[src/hdl/bike_cadence_page_decoder_defines.svh]
// Assertion macros for the cadence page decoder.
// Both macros expect i_clk and i_rst_n in the scope where they are used.
`ifndef BIKE_CADENCE_PAGE_DECODER_DEFINES_SVH
`define BIKE_CADENCE_PAGE_DECODER_DEFINES_SVH

// Implication to the next cycle, quiet while reset is held.
`define BCPD_ASSERT_NEXT(label, ante, cons, msg) \
    label: assert property (@(posedge i_clk) disable iff (!i_rst_n) (ante) |=> (cons)) \
        else $error(msg);

// Condition that must hold in the cycle after a reset cycle.
`define BCPD_ASSERT_RESET(label, cons, msg) \
    label: assert property (@(posedge i_clk) (!i_rst_n) |=> (cons)) \
        else $error(msg);

`endif

[src/hdl/bcpd_pkg.sv]
// ----------------------------------------------------------------------------
// bcpd_pkg
// Shared types and constants of the cadence page decoder: configuration
// layout, the command passed from front to back, and divider sizing.
// ----------------------------------------------------------------------------
`default_nettype none

package bcpd_pkg;

    // cadence scaling: revolutions per minute from 1/1024 s ticks
    localparam int unsigned SECONDS_PER_MIN = 60;
    localparam int unsigned TICKS_PER_SEC   = 1024;
    localparam int unsigned RPM_SCALE       = SECONDS_PER_MIN * TICKS_PER_SEC;

    // page numbers, toggle bit masked off
    localparam logic [7:0] PAGE_NUM_MASK = 8'h7F;
    localparam logic [7:0] PAGE_OP_TIME  = 8'd1;
    localparam logic [7:0] PAGE_MANUF    = 8'd2;
    localparam logic [7:0] PAGE_VERSION  = 8'd3;

    // stall counter saturation
    localparam logic [7:0] UNCHANGED_MAX = 8'd255;

    // configuration port
    localparam int unsigned CFG_INDEX_W = 2;
    localparam int unsigned CFG_DATA_W  = 16;
    typedef logic [CFG_INDEX_W-1:0] t_cfg_index;
    localparam t_cfg_index CFG_STALL_LIMIT    = 2'd0;
    localparam t_cfg_index CFG_FRACTION_SCALE = 2'd1;
    localparam t_cfg_index CFG_USER_TAG       = 2'd2;

    localparam logic [7:0]  STALL_LIMIT_RST    = 8'd12;
    localparam logic [15:0] FRACTION_SCALE_RST = 16'd1000;
    localparam logic [7:0]  USER_TAG_RST       = 8'd0;

    typedef struct packed {
        logic [7:0]  stall_limit;
        logic [15:0] fraction_scale;
        logic [7:0]  user_tag;
    } t_cfg;

    // serial divider: 32-bit dividend, 16-bit divisor, two quotient bits a cycle
    localparam int unsigned DIV_W     = 32;
    localparam int unsigned DIVISOR_W = 16;
    localparam int unsigned DIV_STEPS = DIV_W / 2;
    localparam int unsigned DIV_CNT_W = $clog2(DIV_STEPS);

    // front to back queue
    localparam int unsigned QUEUE_DEPTH = 2;
    localparam int unsigned QUEUE_PTR_W = (QUEUE_DEPTH > 1) ? $clog2(QUEUE_DEPTH) : 1;
    localparam int unsigned QUEUE_CNT_W = $clog2(QUEUE_DEPTH + 1);

    // what the back end does with the cadence of one page
    typedef enum logic [1:0] {
        CAD_HOLD,    // no new value, show the stored one
        CAD_STALL,   // report zero cadence
        CAD_SILENT,  // compute, show, do not flag as reported
        CAD_REPORT   // compute and report
    } t_cad_kind;

    typedef struct packed {
        t_cad_kind   kind;
        logic [31:0] num;
        logic [15:0] delta;
        logic [31:0] accum;
        logic [24:0] op_time;
        logic [7:0]  man_id;
        logic [15:0] serial;
        logic [23:0] version;
    } t_cmd;

endpackage

`default_nettype wire

[src/hdl/bcpd_in_if.sv]
// ----------------------------------------------------------------------------
// bcpd_in_if
// Input channel: one sensor data page per beat.
// ----------------------------------------------------------------------------
`default_nettype none

interface bcpd_in_if;
    logic        valid;
    logic        ready;
    logic [7:0]  page_byte;
    logic [23:0] page_payload;
    logic [15:0] event_time;
    logic [15:0] rev_count;

    modport source (
        output valid, page_byte, page_payload, event_time, rev_count,
        input  ready
    );
    modport sink (
        input  valid, page_byte, page_payload, event_time, rev_count,
        output ready
    );
endinterface

`default_nettype wire

[src/hdl/bcpd_out_if.sv]
// ----------------------------------------------------------------------------
// bcpd_out_if
// Result channel: one decoded result per beat.
// ----------------------------------------------------------------------------
`default_nettype none

interface bcpd_out_if;
    logic        valid;
    logic        ready;
    logic [7:0]  tag_out;
    logic        cadence_valid;
    logic [31:0] cadence_rpm;
    logic [15:0] cadence_frac;
    logic [15:0] delta_time;
    logic [31:0] accumulated_revs;
    logic [24:0] operating_time;
    logic [7:0]  manufacturer_id;
    logic [15:0] serial_high;
    logic [7:0]  hw_version;
    logic [7:0]  sw_version;
    logic [7:0]  model_number;

    modport source (
        output valid, tag_out, cadence_valid, cadence_rpm, cadence_frac, delta_time,
               accumulated_revs, operating_time, manufacturer_id, serial_high,
               hw_version, sw_version, model_number,
        input  ready
    );
    modport sink (
        input  valid, tag_out, cadence_valid, cadence_rpm, cadence_frac, delta_time,
               accumulated_revs, operating_time, manufacturer_id, serial_high,
               hw_version, sw_version, model_number,
        output ready
    );
endinterface

`default_nettype wire

[src/hdl/bcpd_fifo.sv]
// ----------------------------------------------------------------------------
// bcpd_fifo
// Short command queue between the page front end and the cadence back end.
// ----------------------------------------------------------------------------
`default_nettype none

module bcpd_fifo (
    input  logic           i_clk,
    input  logic           i_rst_n,
    input  logic           i_push,
    input  bcpd_pkg::t_cmd i_cmd,
    input  logic           i_pop,
    output bcpd_pkg::t_cmd o_cmd,
    output logic           o_full,
    output logic           o_empty
);
    import bcpd_pkg::*;

    t_cmd                   r_mem [QUEUE_DEPTH];
    logic [QUEUE_PTR_W-1:0] r_wr_ptr;
    logic [QUEUE_PTR_W-1:0] r_rd_ptr;
    logic [QUEUE_CNT_W-1:0] r_count;

    localparam logic [QUEUE_PTR_W-1:0] PTR_LAST = QUEUE_PTR_W'(QUEUE_DEPTH - 1);

    // storage, written at the tail
    always_ff @(posedge i_clk) begin
        if (i_push) begin
            r_mem[r_wr_ptr] <= i_cmd;
        end
    end

    // pointers and fill level
    always_ff @(posedge i_clk) begin
        if (!i_rst_n) begin
            r_wr_ptr <= '0;
            r_rd_ptr <= '0;
            r_count  <= '0;
        end else begin
            if (i_push) begin
                r_wr_ptr <= (r_wr_ptr == PTR_LAST) ? '0 : r_wr_ptr + 1'b1;
            end
            if (i_pop) begin
                r_rd_ptr <= (r_rd_ptr == PTR_LAST) ? '0 : r_rd_ptr + 1'b1;
            end
            case ({i_push, i_pop})
                2'b10:   r_count <= r_count + 1'b1;
                2'b01:   r_count <= r_count - 1'b1;
                default: r_count <= r_count;
            endcase
        end
    end

    assign o_cmd   = r_mem[r_rd_ptr];
    assign o_full  = (r_count == QUEUE_CNT_W'(QUEUE_DEPTH));
    assign o_empty = (r_count == '0);

endmodule

`default_nettype wire

[src/hdl/bcpd_div.sv]
// ----------------------------------------------------------------------------
// bcpd_div
// Restoring unsigned divider, 32 by 16 bits, two quotient bits per cycle.
// ----------------------------------------------------------------------------
`default_nettype none

module bcpd_div (
    input  logic                           i_clk,
    input  logic                           i_rst_n,
    input  logic                           i_start,
    input  logic [bcpd_pkg::DIV_W-1:0]     i_dividend,
    input  logic [bcpd_pkg::DIVISOR_W-1:0] i_divisor,
    output logic                           o_done,
    output logic [bcpd_pkg::DIV_W-1:0]     o_quotient,
    output logic [bcpd_pkg::DIVISOR_W-1:0] o_remainder
);
    import bcpd_pkg::*;

    logic                 r_busy;
    logic                 r_done;
    logic [DIV_CNT_W-1:0] r_cnt;
    logic [DIV_W-1:0]     r_work;   // dividend bits out, quotient bits in
    logic [DIVISOR_W-1:0] r_rem;
    logic [DIVISOR_W-1:0] r_dvs;

    logic [DIVISOR_W:0]   w_try1;
    logic [DIVISOR_W:0]   w_try2;
    logic                 w_ge1;
    logic                 w_ge2;
    logic [DIVISOR_W-1:0] w_rem1;
    logic [DIVISOR_W-1:0] w_rem2;

    localparam logic [DIV_CNT_W-1:0] CNT_LAST = DIV_CNT_W'(DIV_STEPS - 1);

    // two compare-subtract steps per cycle
    always_comb begin
        w_try1 = {r_rem, r_work[DIV_W-1]};
        w_ge1  = (w_try1 >= {1'b0, r_dvs});
        w_rem1 = w_ge1 ? DIVISOR_W'(w_try1 - {1'b0, r_dvs}) : w_try1[DIVISOR_W-1:0];
        w_try2 = {w_rem1, r_work[DIV_W-2]};
        w_ge2  = (w_try2 >= {1'b0, r_dvs});
        w_rem2 = w_ge2 ? DIVISOR_W'(w_try2 - {1'b0, r_dvs}) : w_try2[DIVISOR_W-1:0];
    end

    // control
    always_ff @(posedge i_clk) begin
        if (!i_rst_n) begin
            r_busy <= 1'b0;
            r_done <= 1'b0;
            r_cnt  <= '0;
        end else begin
            r_done <= 1'b0;
            if (i_start) begin
                r_busy <= 1'b1;
                r_cnt  <= '0;
            end else if (r_busy) begin
                r_cnt <= r_cnt + 1'b1;
                if (r_cnt == CNT_LAST) begin
                    r_busy <= 1'b0;
                    r_done <= 1'b1;
                end
            end
        end
    end

    // datapath
    always_ff @(posedge i_clk) begin
        if (i_start) begin
            r_work <= i_dividend;
            r_rem  <= '0;
            r_dvs  <= i_divisor;
        end else if (r_busy) begin
            r_work <= {r_work[DIV_W-3:0], w_ge1, w_ge2};
            r_rem  <= w_rem2;
        end
    end

    assign o_done      = r_done;
    assign o_quotient  = r_work;
    assign o_remainder = r_rem;

endmodule

`default_nettype wire

[src/hdl/bcpd_front.sv]
// ----------------------------------------------------------------------------
// bcpd_front
// Page front end: page state machine, background page decode, stall
// counting and revolution bookkeeping; emits one command per page.
// ----------------------------------------------------------------------------
`default_nettype none

module bcpd_front (
    input  logic           i_clk,
    input  logic           i_rst_n,
    bcpd_in_if.sink        i_page,
    input  bcpd_pkg::t_cfg i_cfg,
    input  logic           i_q_full,
    output logic           o_push,
    output bcpd_pkg::t_cmd o_cmd
);
    import bcpd_pkg::*;

    typedef enum logic [1:0] {
        PS_INIT,
        PS_STD,
        PS_EXT
    } t_page_state;

    t_page_state r_page_state, n_page_state;
    logic [7:0]  r_prev_page;
    logic [15:0] r_past_time;
    logic [15:0] r_past_revs;
    logic [7:0]  r_unchanged, n_unchanged;
    logic        r_first, n_first;
    logic [31:0] r_accum, n_accum;
    logic [24:0] r_op_time, n_op_time;
    logic [7:0]  r_man_id, n_man_id;
    logic [15:0] r_serial, n_serial;
    logic [23:0] r_version, n_version;
    logic [15:0] r_last_delta, n_last_delta;

    logic        w_accept;
    logic        w_decode;
    logic        w_same;
    logic [15:0] w_rev_diff;
    logic [15:0] w_dt;
    logic [31:0] w_num;
    t_cad_kind   w_kind;

    assign i_page.ready = i_rst_n && !i_q_full;
    assign w_accept     = i_page.valid && i_page.ready;

    // differences wrap at 16 bits
    assign w_rev_diff = i_page.rev_count - r_past_revs;
    assign w_dt       = i_page.event_time - r_past_time;
    assign w_num      = 32'(w_rev_diff) * 32'(RPM_SCALE);
    assign w_same     = (i_page.event_time == r_past_time) && (i_page.rev_count == r_past_revs);
    assign n_accum    = r_accum + 32'(w_rev_diff);

    // page state and background decode
    always_comb begin
        n_page_state = r_page_state;
        w_decode     = 1'b0;
        unique case (r_page_state)
            PS_INIT: n_page_state = PS_STD;
            PS_STD: begin
                if (r_prev_page != i_page.page_byte) begin
                    n_page_state = PS_EXT;
                    w_decode     = 1'b1;
                end
            end
            PS_EXT: w_decode = 1'b1;
            default: n_page_state = PS_INIT;
        endcase

        n_op_time = r_op_time;
        n_man_id  = r_man_id;
        n_serial  = r_serial;
        n_version = r_version;
        if (w_decode) begin
            case (i_page.page_byte & PAGE_NUM_MASK)
                PAGE_OP_TIME: n_op_time = {i_page.page_payload, 1'b0};
                PAGE_MANUF: begin
                    n_man_id = i_page.page_payload[7:0];
                    n_serial = i_page.page_payload[23:8];
                end
                PAGE_VERSION: n_version = i_page.page_payload;
                default: ;
            endcase
        end
    end

    // stall counter and cadence classification
    always_comb begin
        n_unchanged  = r_unchanged;
        n_first      = r_first;
        n_last_delta = r_last_delta;
        w_kind       = CAD_HOLD;
        if (w_same) begin
            if (r_unchanged != UNCHANGED_MAX) begin
                n_unchanged = r_unchanged + 8'd1;
            end
            if (n_unchanged > i_cfg.stall_limit) begin
                w_kind = CAD_STALL;
            end
        end else begin
            n_unchanged  = '0;
            n_last_delta = w_dt;
            if (w_dt != '0) begin
                w_kind  = r_first ? CAD_SILENT : CAD_REPORT;
                n_first = 1'b0;
            end
        end
    end

    // command to the back end carries the state after this page
    always_comb begin
        o_cmd.kind    = w_kind;
        o_cmd.num     = w_num;
        o_cmd.delta   = n_last_delta;
        o_cmd.accum   = n_accum;
        o_cmd.op_time = n_op_time;
        o_cmd.man_id  = n_man_id;
        o_cmd.serial  = n_serial;
        o_cmd.version = n_version;
    end

    assign o_push = w_accept;

    // state update on each accepted page
    always_ff @(posedge i_clk) begin
        if (!i_rst_n) begin
            r_page_state <= PS_INIT;
            r_prev_page  <= '0;
            r_past_time  <= '0;
            r_past_revs  <= '0;
            r_unchanged  <= '0;
            r_first      <= 1'b1;
            r_accum      <= '0;
            r_op_time    <= '0;
            r_man_id     <= '0;
            r_serial     <= '0;
            r_version    <= '0;
            r_last_delta <= '0;
        end else if (w_accept) begin
            r_page_state <= n_page_state;
            r_prev_page  <= i_page.page_byte;
            r_past_time  <= i_page.event_time;
            r_past_revs  <= i_page.rev_count;
            r_unchanged  <= n_unchanged;
            r_first      <= n_first;
            r_accum      <= n_accum;
            r_op_time    <= n_op_time;
            r_man_id     <= n_man_id;
            r_serial     <= n_serial;
            r_version    <= n_version;
            r_last_delta <= n_last_delta;
        end
    end

endmodule

`default_nettype wire

[src/hdl/bcpd_back.sv]
// ----------------------------------------------------------------------------
// bcpd_back
// Cadence back end: runs the integer and fractional divisions on the shared
// serial divider and holds each result in an output register.
// ----------------------------------------------------------------------------
`default_nettype none

module bcpd_back (
    input  logic           i_clk,
    input  logic           i_rst_n,
    input  bcpd_pkg::t_cfg i_cfg,
    input  bcpd_pkg::t_cmd i_cmd,
    input  logic           i_q_empty,
    output logic           o_pop,
    bcpd_out_if.source     o_result
);
    import bcpd_pkg::*;

    typedef enum logic [2:0] {
        BS_IDLE,
        BS_QUOT,
        BS_MUL,
        BS_FSTART,
        BS_FRAC,
        BS_OUT
    } t_back_state;

    typedef struct packed {
        logic [7:0]  tag_out;
        logic        cadence_valid;
        logic [31:0] cadence_rpm;
        logic [15:0] cadence_frac;
        logic [15:0] delta_time;
        logic [31:0] accumulated_revs;
        logic [24:0] operating_time;
        logic [7:0]  manufacturer_id;
        logic [15:0] serial_high;
        logic [7:0]  hw_version;
        logic [7:0]  sw_version;
        logic [7:0]  model_number;
    } t_result;

    t_back_state r_state;
    t_cmd        r_cmd;
    logic [31:0] r_prod;
    logic [31:0] r_last_int;
    logic [15:0] r_last_frac;
    logic        r_out_valid;
    t_result     r_res;

    logic                 w_compute;
    logic                 w_out_free;
    logic                 w_div_start;
    logic [DIV_W-1:0]     w_div_dividend;
    logic [DIVISOR_W-1:0] w_div_divisor;
    logic                 w_div_done;
    logic [DIV_W-1:0]     w_div_quot;
    logic [DIVISOR_W-1:0] w_div_rem;

    assign o_pop      = (r_state == BS_IDLE) && !i_q_empty;
    assign w_compute  = (i_cmd.kind == CAD_SILENT) || (i_cmd.kind == CAD_REPORT);
    assign w_out_free = !r_out_valid || o_result.ready;

    // divider launch: integer part from the queue head, fraction from the product
    assign w_div_start    = (o_pop && w_compute) || (r_state == BS_FSTART);
    assign w_div_dividend = (r_state == BS_IDLE) ? i_cmd.num : r_prod;
    assign w_div_divisor  = (r_state == BS_IDLE) ? i_cmd.delta : r_cmd.delta;

    bcpd_div u_div (
        .i_clk       (i_clk),
        .i_rst_n     (i_rst_n),
        .i_start     (w_div_start),
        .i_dividend  (w_div_dividend),
        .i_divisor   (w_div_divisor),
        .o_done      (w_div_done),
        .o_quotient  (w_div_quot),
        .o_remainder (w_div_rem)
    );

    // sequencer, cadence store and output register
    always_ff @(posedge i_clk) begin
        if (!i_rst_n) begin
            r_state     <= BS_IDLE;
            r_last_int  <= '0;
            r_last_frac <= '0;
            r_out_valid <= 1'b0;
        end else begin
            // output beat loads in BS_OUT, drops once taken
            if ((r_state == BS_OUT) && w_out_free) begin
                r_out_valid <= 1'b1;
            end else if (o_result.ready) begin
                r_out_valid <= 1'b0;
            end
            unique case (r_state)
                BS_IDLE: begin
                    if (o_pop) begin
                        r_cmd   <= i_cmd;
                        r_state <= w_compute ? BS_QUOT : BS_OUT;
                    end
                end
                BS_QUOT: begin
                    if (w_div_done) begin
                        r_last_int <= w_div_quot;
                        r_state    <= BS_MUL;
                    end
                end
                BS_MUL: begin
                    r_prod  <= 32'(w_div_rem) * 32'(i_cfg.fraction_scale);
                    r_state <= BS_FSTART;
                end
                BS_FSTART: r_state <= BS_FRAC;
                BS_FRAC: begin
                    if (w_div_done) begin
                        r_last_frac <= w_div_quot[15:0];
                        r_state     <= BS_OUT;
                    end
                end
                BS_OUT: begin
                    if (w_out_free) begin
                        r_res.tag_out              <= i_cfg.user_tag;
                        r_res.cadence_valid        <= (r_cmd.kind == CAD_STALL) ||
                                                      (r_cmd.kind == CAD_REPORT);
                        r_res.cadence_rpm          <= (r_cmd.kind == CAD_STALL) ? '0 : r_last_int;
                        r_res.cadence_frac         <= (r_cmd.kind == CAD_STALL) ? '0 : r_last_frac;
                        r_res.delta_time           <= r_cmd.delta;
                        r_res.accumulated_revs     <= r_cmd.accum;
                        r_res.operating_time       <= r_cmd.op_time;
                        r_res.manufacturer_id      <= r_cmd.man_id;
                        r_res.serial_high          <= r_cmd.serial;
                        r_res.hw_version           <= r_cmd.version[7:0];
                        r_res.sw_version           <= r_cmd.version[15:8];
                        r_res.model_number         <= r_cmd.version[23:16];
                        r_state                    <= BS_IDLE;
                    end
                end
                default: r_state <= BS_IDLE;
            endcase
        end
    end

    // result beat
    assign o_result.valid            = r_out_valid;
    assign o_result.tag_out          = r_res.tag_out;
    assign o_result.cadence_valid    = r_res.cadence_valid;
    assign o_result.cadence_rpm      = r_res.cadence_rpm;
    assign o_result.cadence_frac     = r_res.cadence_frac;
    assign o_result.delta_time       = r_res.delta_time;
    assign o_result.accumulated_revs = r_res.accumulated_revs;
    assign o_result.operating_time   = r_res.operating_time;
    assign o_result.manufacturer_id  = r_res.manufacturer_id;
    assign o_result.serial_high      = r_res.serial_high;
    assign o_result.hw_version       = r_res.hw_version;
    assign o_result.sw_version       = r_res.sw_version;
    assign o_result.model_number     = r_res.model_number;

endmodule

`default_nettype wire

[src/hdl/bike_cadence_page_decoder.sv]
// ----------------------------------------------------------------------------
// bike_cadence_page_decoder
// Decodes crank cadence sensor data pages into cadence and device info.
//
// i_page takes one 8-byte data page per beat; o_result returns exactly one
// result beat per page, in order. Config writes (i_cfg_we, i_cfg_index,
// i_cfg_data) set stall limit, fraction scale and user tag; write only idle.
// A page that yields a new cadence needs two 32/16 divisions on one shared
// radix-4 divider plus a multiply before its result is valid; other pages
// skip the divider and go straight to the output register. The back end
// finishes one page before it takes the next page from the queue.
// A two-entry queue sits between the page front end and the cadence back
// end, so pages keep being accepted while the divider runs.
// Synchronous reset clears the control, queue and page tracking state and
// the config registers go to stall limit 12, fraction scale 1000, tag 0.
// If the receiver stalls, the result register holds, the back end and then
// the queue fill, and i_page ready drops; nothing is lost.
// ----------------------------------------------------------------------------
`default_nettype none

`include "bike_cadence_page_decoder_defines.svh"

module bike_cadence_page_decoder (
    input  logic                            i_clk,
    input  logic                            i_rst_n,
    bcpd_in_if.sink                         i_page,
    bcpd_out_if.source                      o_result,
    input  logic                            i_cfg_we,
    input  logic [bcpd_pkg::CFG_INDEX_W-1:0] i_cfg_index,
    input  logic [bcpd_pkg::CFG_DATA_W-1:0]  i_cfg_data
);
    import bcpd_pkg::*;

    t_cfg r_cfg;
    logic w_push;
    logic w_pop;
    logic w_q_full;
    logic w_q_empty;
    t_cmd w_cmd_in;
    t_cmd w_cmd_out;

    // configuration registers
    always_ff @(posedge i_clk) begin
        if (!i_rst_n) begin
            r_cfg.stall_limit    <= STALL_LIMIT_RST;
            r_cfg.fraction_scale <= FRACTION_SCALE_RST;
            r_cfg.user_tag       <= USER_TAG_RST;
        end else if (i_cfg_we) begin
            unique case (i_cfg_index)
                CFG_STALL_LIMIT:    r_cfg.stall_limit    <= i_cfg_data[7:0];
                CFG_FRACTION_SCALE: r_cfg.fraction_scale <= i_cfg_data;
                CFG_USER_TAG:       r_cfg.user_tag       <= i_cfg_data[7:0];
                default: ;
            endcase
        end
    end

    bcpd_front u_front (
        .i_clk    (i_clk),
        .i_rst_n  (i_rst_n),
        .i_page   (i_page),
        .i_cfg    (r_cfg),
        .i_q_full (w_q_full),
        .o_push   (w_push),
        .o_cmd    (w_cmd_in)
    );

    bcpd_fifo u_fifo (
        .i_clk   (i_clk),
        .i_rst_n (i_rst_n),
        .i_push  (w_push),
        .i_cmd   (w_cmd_in),
        .i_pop   (w_pop),
        .o_cmd   (w_cmd_out),
        .o_full  (w_q_full),
        .o_empty (w_q_empty)
    );

    bcpd_back u_back (
        .i_clk     (i_clk),
        .i_rst_n   (i_rst_n),
        .i_cfg     (r_cfg),
        .i_cmd     (w_cmd_out),
        .i_q_empty (w_q_empty),
        .o_pop     (w_pop),
        .o_result  (o_result)
    );

    // checks
    `BCPD_ASSERT_NEXT(a_push_lands, w_push, !w_q_empty, "accepted page missing from queue")
    `BCPD_ASSERT_NEXT(a_pop_frees, w_pop && !w_push, !w_q_full, "queue still full after pop")
    `BCPD_ASSERT_RESET(a_reset_clears, w_q_empty && !o_result.valid, "reset left work pending")

endmodule

`default_nettype wire

[src/flat_wrapper.sv]
// flat-port wrapper written by rule: the top's interface ports become plain ports
module bike_cadence_page_decoder_flat import bcpd_pkg::*;
  (i_clk, i_rst_n, i_cfg_we, i_cfg_index, i_cfg_data, i_page_valid, i_page_page_byte, i_page_page_payload, i_page_event_time, i_page_rev_count, i_page_ready, o_result_valid, o_result_tag_out, o_result_cadence_valid, o_result_cadence_rpm, o_result_cadence_frac, o_result_delta_time, o_result_accumulated_revs, o_result_operating_time, o_result_manufacturer_id, o_result_serial_high, o_result_hw_version, o_result_sw_version, o_result_model_number, o_result_ready);
  bcpd_in_if i_page_i ();
  bcpd_out_if o_result_i ();
  input  logic i_clk;
  input  logic i_rst_n;
  input  logic i_cfg_we;
  input  logic [bcpd_pkg::CFG_INDEX_W-1:0] i_cfg_index;
  input  logic [bcpd_pkg::CFG_DATA_W-1:0] i_cfg_data;
  input wire logic [$bits(i_page_i.valid)-1:0] i_page_valid;
  input wire logic [$bits(i_page_i.page_byte)-1:0] i_page_page_byte;
  input wire logic [$bits(i_page_i.page_payload)-1:0] i_page_page_payload;
  input wire logic [$bits(i_page_i.event_time)-1:0] i_page_event_time;
  input wire logic [$bits(i_page_i.rev_count)-1:0] i_page_rev_count;
  output wire logic [$bits(i_page_i.ready)-1:0] i_page_ready;
  output wire logic [$bits(o_result_i.valid)-1:0] o_result_valid;
  output wire logic [$bits(o_result_i.tag_out)-1:0] o_result_tag_out;
  output wire logic [$bits(o_result_i.cadence_valid)-1:0] o_result_cadence_valid;
  output wire logic [$bits(o_result_i.cadence_rpm)-1:0] o_result_cadence_rpm;
  output wire logic [$bits(o_result_i.cadence_frac)-1:0] o_result_cadence_frac;
  output wire logic [$bits(o_result_i.delta_time)-1:0] o_result_delta_time;
  output wire logic [$bits(o_result_i.accumulated_revs)-1:0] o_result_accumulated_revs;
  output wire logic [$bits(o_result_i.operating_time)-1:0] o_result_operating_time;
  output wire logic [$bits(o_result_i.manufacturer_id)-1:0] o_result_manufacturer_id;
  output wire logic [$bits(o_result_i.serial_high)-1:0] o_result_serial_high;
  output wire logic [$bits(o_result_i.hw_version)-1:0] o_result_hw_version;
  output wire logic [$bits(o_result_i.sw_version)-1:0] o_result_sw_version;
  output wire logic [$bits(o_result_i.model_number)-1:0] o_result_model_number;
  input wire logic [$bits(o_result_i.ready)-1:0] o_result_ready;
  assign i_page_i.valid = i_page_valid;
  assign i_page_i.page_byte = i_page_page_byte;
  assign i_page_i.page_payload = i_page_page_payload;
  assign i_page_i.event_time = i_page_event_time;
  assign i_page_i.rev_count = i_page_rev_count;
  assign i_page_ready = i_page_i.ready;
  assign o_result_valid = o_result_i.valid;
  assign o_result_tag_out = o_result_i.tag_out;
  assign o_result_cadence_valid = o_result_i.cadence_valid;
  assign o_result_cadence_rpm = o_result_i.cadence_rpm;
  assign o_result_cadence_frac = o_result_i.cadence_frac;
  assign o_result_delta_time = o_result_i.delta_time;
  assign o_result_accumulated_revs = o_result_i.accumulated_revs;
  assign o_result_operating_time = o_result_i.operating_time;
  assign o_result_manufacturer_id = o_result_i.manufacturer_id;
  assign o_result_serial_high = o_result_i.serial_high;
  assign o_result_hw_version = o_result_i.hw_version;
  assign o_result_sw_version = o_result_i.sw_version;
  assign o_result_model_number = o_result_i.model_number;
  assign o_result_i.ready = o_result_ready;
  bike_cadence_page_decoder u_core (.i_clk(i_clk), .i_rst_n(i_rst_n), .i_page(i_page_i), .o_result(o_result_i), .i_cfg_we(i_cfg_we), .i_cfg_index(i_cfg_index), .i_cfg_data(i_cfg_data));
endmodule
[config.mk]
export PLATFORM = sky130hd
export DESIGN_NAME = bike_cadence_page_decoder_flat
export DESIGN_NICKNAME = d
export VERILOG_FILES = /design/src/hdl/bcpd_pkg.sv /design/src/hdl/bcpd_in_if.sv /design/src/hdl/bcpd_out_if.sv /design/src/hdl/bcpd_fifo.sv /design/src/hdl/bcpd_div.sv /design/src/hdl/bcpd_front.sv /design/src/hdl/bcpd_back.sv /design/src/hdl/bike_cadence_page_decoder.sv /design/src/flat_wrapper.sv
export VERILOG_INCLUDE_DIRS = /design/src /design/src/hdl
export SDC_FILE = /design/constraint.sdc
export NUM_CORES = 2
export LEC_CHECK = 0
export BUFFER_PORTS_ARGS = -buffer_cell sky130_fd_sc_hd__buf_2
export CAP_MARGIN = 25
export CELL_PAD_IN_SITES_DETAIL_PLACEMENT = 1
export CELL_PAD_IN_SITES_GLOBAL_PLACEMENT = 1
export CORE_MARGIN = 1
export CORE_UTILIZATION = 50
export CTS_CLUSTER_SIZE = 12
export DETAILED_ROUTE_END_ITERATION = 7
export PLACE_DENSITY_LB_ADDON = 0.1
export SETUP_SLACK_MARGIN = 0.5
export SYNTH_ARGS = -nofsm -noshare
export SYNTH_HDL_FRONTEND = slang
export SYNTH_SLANG_ARGS = --single-unit
[constraint.sdc]
create_clock -name i_clk -period 13.4 [get_ports i_clk]
set_input_delay 2.01 -clock i_clk [delete_from_list [all_inputs] [get_ports i_clk]]
set_output_delay 2.01 -clock i_clk [all_outputs]
set_load 0.01 [all_outputs]
## After elaboration in Yosys (flattened, before gate mapping)

Memory sizes are Yosys's and may differ from the RTL's. A register that Yosys moved wholly into a read port is not among the register bits.
Cells that the tools add are included.

| cells by class | value |
|---|---|
| $lt $le $gt $ge | 3 |
| mux-type cells | 45 |
| add/subtract/negate cells | 11 |
| bitwise gates (word level) | 4 |
| reductions and logical operators | 34 |
| $mul | 2 |
| equality and inequality tests | 29 |

Operator list:

| kind | number |
|---|---|
| 2-to-1 mux 16 bit | 6 |
| 2-to-1 mux 32 bit | 3 |
| subtractor 16 bit | 4 |
| 2-to-1 mux 25 bit | 2 |
| 2-to-1 mux 24 bit | 2 |
| 2-to-1 mux 8 bit | 5 |
| greater-or-equal comparator 17 x 16 -> 1 bit | 2 |
| adder 32 x 16 -> 32 bit | 1 |
| == test 16 bit | 2 |
| multiplier 16 x 16 -> 32 bit | 1 |
| multiplier 16 x 4 -> 20 bit (second input constant) | 1 |
| one-hot mux 3 bit (6 select lines) | 1 |
| nonzero test 16 bit | 1 |
| 2-to-1 mux 1 bit | 15 |
| 2-to-1 mux 3 bit | 5 |
| == test 2 bit (second input constant) | 7 |
| == test 7 x 2 -> 1 bit (second input constant) | 2 |
| AND reduction 2 bit | 6 |
| AND reduction 3 bit | 4 |
| adder 8 x 1 -> 8 bit (second input constant) | 1 |
| == test 2 x 1 -> 1 bit (second input constant) | 4 |
| greater-than comparator 8 bit | 1 |
| inequality test 8 bit | 1 |
| inequality test 8 bit (second input constant) | 1 |
| other kinds (25) | 50 |

| word-level totals | value |
|---|---|
| memories | 1 |
| flip-flop bits (word level) | 663 |
| bits in writable memories | 286 |
| bits of input ports | 87 |
| output and inout bits | 180 |

Memories:

| name | words | bits a word | read ports | clocked after Yosys merged registers in | wr ports | line | RTL |
|---|---|---|---|---|---|---|---|
| u_core.u_fifo.r_mem | 2 | 143 | 1 | 1 | 1 | bcpd_fifo.sv:19 | `t_cmd r_mem [QUEUE_DEPTH];` |

## Logic depth before layout (Yosys ltp)

| logic depth | value |
|---|---|
| depth in word-level cells | 6 |
| depth in mapped cells | 24 |
| depth with buffers taken out | 24 |

## Hierarchy

Synthesis repeated with hierarchy kept, for this count alone.

| unflattened totals | value |
|---|---|
| cells, all modules | 4372 |
| area, all modules | 51280.4 µm² |

By module, submodules not included:

| module | instances | cells an instance | seq. area each (µm²) | area an instance (µm²) |
|---|---|---|---|---|
| bcpd_back | 1 | 1688 | 11040.6 | 21488.1 |
| bcpd_front | 1 | 1608 | 3443.3 | 12553.3 |
| bcpd_fifo | 1 | 504 | 9409.0 | 11393.4 |
| bcpd_div | 1 | 440 | 1881.8 | 4546.9 |
| bike_cadence_page_decoder | 1 | 132 | 640.6 | 1298.7 |

## Worst setup path after synthesis

No wires, ideal clock.

| path | value |
|---|---|
| path kind | input -> register |
| start point | input i_rst_n |
| end point | register u_core.u_back.r_cmd[0] (netlist bit) (enable) |
| setup slack | 1.945 ns |
| buffers on the path | 1 |
| stages | 3 |
| data arrival time | 10.699 ns |
| setup time | 0.756 ns |
| cell sequence | clkinv_1 -> clkbuf_1 -> nor3_1 |

| between the ends | value |
|---|---|
| cells in the longest elaborated chain, start to end | 1 |

Ends and longest elaborated chain:

| element | line | RTL |
|---|---|---|
| from (decl) | flat_wrapper.sv:7 | `input logic i_rst_n;` |
| AND reduction 3 bit (no line) | - |  |
| to (signal assigned) | bcpd_back.sv:97 | `r_cmd <= i_cmd;` |
| to (decl) | bcpd_back.sv:44 | `t_cmd r_cmd;` |

No other way between the ends.
A chain may end at the register's enable or synchronous reset.

## Worst setup path after layout

| path | value |
|---|---|
| start point | register u_core.r_cfg[9] (netlist bit) |
| end point | register u_core.u_back.r_prod[22], data pin |

| between the ends | value |
|---|---|
| cells in the longest elaborated chain, start to end | 1 |

Ends and longest elaborated chain:

| element | line | RTL |
|---|---|---|
| from (decl) | bike_cadence_page_decoder.sv:34 | `t_cfg r_cfg;` |
| multiplier 16 x 16 -> 32 bit | bcpd_back.sv:108 | `r_prod <= 32'(w_div_rem) * 32'(i_cfg.fraction_scale);` |
| to (signal assigned) | bcpd_back.sv:108 |  |
| to (decl) | bcpd_back.sv:45 | `logic [31:0] r_prod;` |

No other way between the ends.

==> run_results.csv <==
group,metric,value,unit
synthesis,yosys_warnings,0,
power_and_ir_drop,power_density,251,nW/um2
worst_setup_path,arrival,7.51,ns
drt,wire_per_inst,21.4,um
synthesis,yosys.cell_types.count,78,
clock_tree,post_cts.repair.setup_buffers,0,
min_path,min_path_type,"flip-flop to flip-flop",
timing,period_share,53.0,%
clock_tree,clk_latency,0.70,ns
cells_and_area,nFillCells,10103,
timing,relSlewSlack,27.0,%
floorplan,row_count,114,
clock_tree,cts_sinks,950,
drt,first_iter_violations,1908,
clock_tree,cts_max_level,3,
floorplan,die_y,315,um
synthesis,synth_area_leaders,"edfxtp_1 (41%), dfxtp_1 (12%), fa_1 (9.3%), ha_1 (5.6%), nand2_1 (4.9%)",
timing,slew_violations,0,
worst_setup_path,required,13.81,ns
timing,worst_pin_slew,1.10,ns
placed_design,port_buffers,266,
timing,fmax,141,MHz
outcome,status,"finished with violations",
grt,grt_usage,25.7,%
drt,viasPerCell,5.52,
worst_setup_path,crit_path_start_kind,"flip-flop",
floorplan,start_util,50.5,%
cells_and_area,fin_nets,5068,
clock_tree,ctsHoldBuffers,0,
placed_design,hpwlAfterDp,87100,um
clock_tree,clk_pin_slew,0.06,ns
worst_setup_path,path_class,"flip-flop to flip-flop",
clock_tree,cts.path.max_buffers,3,
cells_and_area,drive_above_1_share,15.1,%
grt,grt_overflow,0,
drt,final_antenna_net_count,0,
synthesis,yosys.area.top_type_share,40.9,%
clock_tree,post_cts_resized,0,
placed_design,dpl_worst_slack,6.32,ns
timing,fin_ws,6.30,ns
cells_and_area,final_util,56.7,%
synthesis,synth_edf_count,667,
clock_tree,cts_buffers,102,
timing,grt_setup_unrepaired,"no",
worst_setup_path,crit_path_end_kind,"flip-flop",
timing,setup_tns,0,ns
floorplan,ios,267,
timing,finalHoldViolCount,0,
floorplan,die_w,315,um
synthesis,avgSynthCellArea,11.4,um2
outcome,violations,"design-rule violations",
synthesis,synthFlopType,"edfxtp_1",
grt,antenna_found_initial,10,
floorplan,die_area,99100,um2
clock_tree,cts-root-buf,"clkbuf_16",
timing,fin_crit,7.10,ns
floorplan,fp.coreArea,96900,um2
synthesis,synthesis.nets,4836,
synthesis,ys_top_cells_by_count,"edfxtp_1 (667), nand2_1 (641), inv_1 (379)",
power_and_ir_drop,power,0.0138,W
timing,final.setup_skew,0.0435,ns
clock_tree,cts_tree,"built",
worst_setup_path,path_max_fanout,17,
drt,drtPass1Iterations,7,
grt,grt_pass1_vias,34996,
timing,finalSetupViolations,0,
power_and_ir_drop,ir_drop,0.228,mV
power_and_ir_drop,leakage,21.8,nW
synthesis,synthCells,4302,
synthesis,seq_area_frac_synth,52.5,%
synthesis,yosysMostFrequentCell,"edfxtp_1",
synthesis,synth-seq-cells,950,
synthesis,async_flop_share,0,%
grt,grt_max_degree,157,
drt,dr_total_vias,32595,
run,cap_viol_max_count,0,
synthesis,yosys.area.top_type,"edfxtp_1",
placed_design,gp_congestion,0.870,
drt,wl,126000,um
drt,drc,42,
grt,grt_pass1_wl,197000,um
cells_and_area,area_growth,12.3,%
synthesis,syn-cell-area,48900,um2
-- critical path, stage by stage, from the launching register on --
cell and delay, ns:
dfxtp_1 0.81, nand2_1 0.20, fa_1 0.55, fa_1 0.46, fa_1 0.54, fa_1 0.57, inv_1 0.06, fa_1 0.47
inv_1 0.05, fa_1 0.47, inv_1 0.04, ha_1 0.32, nand3_1 0.12, nor4_1 0.30, nor2_1 0.14, a311oi_1 0.68
a31oi_1 0.27, or2_2 0.41, o21a_1 0.21, xnor2_1 0.12
-- cell type report --
type | count | area (um2) | area share [%]
clock inverter | 37 | 393 | 0.715
antenna | 6 | 15.0 | 0.0273
sequential | 950 | 25700 | 46.8
timing repair buffer | 320 | 1760 | 3.21
tap | 1276 | 1600 | 2.91
clock buffer | 154 | 2900 | 5.28
multi-input combinational | 2778 | 21100 | 38.5
inverter | 382 | 1440 | 2.62
-- final timing paths --
check	startpoint	endpoint	slack [ns]	depth (start not counted)
setup / recovery	u_core.r_cfg[9]	u_core.u_back.r_prod[22]	6.30	19
hold / removal	u_core.u_back.r_cmd[88]	u_core.u_back.o_result.accumulated_revs[15]	0.41	0
setup reg to reg	u_core.r_cfg[9]	u_core.u_back.r_prod[22]	6.30	19
hold reg to reg	u_core.u_back.r_cmd[88]	u_core.u_back.o_result.accumulated_revs[15]	0.41	0
-- registers in the layout, indices dropped and copies added, names as in the netlist, 24 cells and up, named ones only --
register	cells
u_core.u_fifo.r_mem	286
u_core.u_back.o_result.cadence_rpm	32
u_core.u_front.r_op_time	25
u_core.u_back.u_div.o_quotient	32
u_core.u_front.r_version	24
u_core.u_back.o_result.accumulated_revs	32
u_core.u_back.r_prod	32
u_core.r_cfg	32
u_core.u_back.o_result.operating_time	25
u_core.u_back.r_last_int	32
u_core.u_back.r_cmd	123
u_core.u_front.r_accum	32
-- metrics by stage --
step,cells,hold slack [ns],cell area (um2)
2_1_floorplan,4302,0.400,48900
3_3_place_gp,5703,0.401,51600
3_5_place_dp,5703,0.406,51600
4_1_cts,5894,0.414,54900
5_1_grt,5903,0.419,54900
6_report,5903,0.411,54900
-- layer usage --
metal / GRT usage (%) / wire length [um] / vias to the layer above / share of wire (%)
li1: - / - / 15260 / -
met1: 34.0 / 56000 / 16459 / 44
met3: 4.11 / 5980 / 198 / 4.7
met4: 8.82 / 3620 / 6 / 2.9
met5: 0 / 44 / - / 0.035
met2: 42.9 / 60700 / 672 / 48
-- placed cells by master (no fill, tap or decap), types with 17 or more instances in the layout --
cell type / Yosys / layout
inv_1: 379 / 379
o211ai_1: 19 / 19
nand2_1: 641 / 640
dfxtp_1: 283 / 282
ha_1: 219 / 219
and3_1: 22 / 21
nand2b_1: 22 / 21
mux2i_1: 37 / 37
xor2_1: 43 / 43
mux2_2: 196 / 196
clkbuf_1: 174 / 38
a21o_1: 27 / 27
or3_1: 19 / 18
buf_4: 3 / 52
xnor2_1: 96 / 96
nor2_1: 177 / 174
nor3_1: 42 / 39
clkbuf_16: 0 / 103
o21ai_0: 157 / 157
a211oi_1: 19 / 19
nor2b_1: 21 / 21
and2_1: 182 / 180
nand3_1: 84 / 83
fa_1: 228 / 228
buf_2: 5 / 266
nand4_1: 27 / 27
o21a_1: 25 / 25
a31oi_1: 18 / 17
a21oi_1: 277 / 277
edfxtp_1: 667 / 667
-- where the power goes --
part | internal, W | switching (W)
registers | 0.00402 | 0.000251
clock network | 0.00158 | 0.00119
logic | 0.00257 | 0.00415
total | 0.00817 | 0.00559
-- cells by family (layout without fill, tap and decap cells) --
group | Yosys count | after routing | synth area share, %
mux | 233 | 233 | 5.27
flops | 950 | 950 | 52.5
xor+xnor | 139 | 139 | 2.49
other cells | 0 | 6 | 0
fa+ha+maj | 447 | 447 | 14.9
compound gates | 654 | 654 | 8.00
simple gates | 1305 | 1305 | 12.4
buf+inv | 574 | 893 | 4.44
Note: power is estimated with default switching activity, not from simulation.
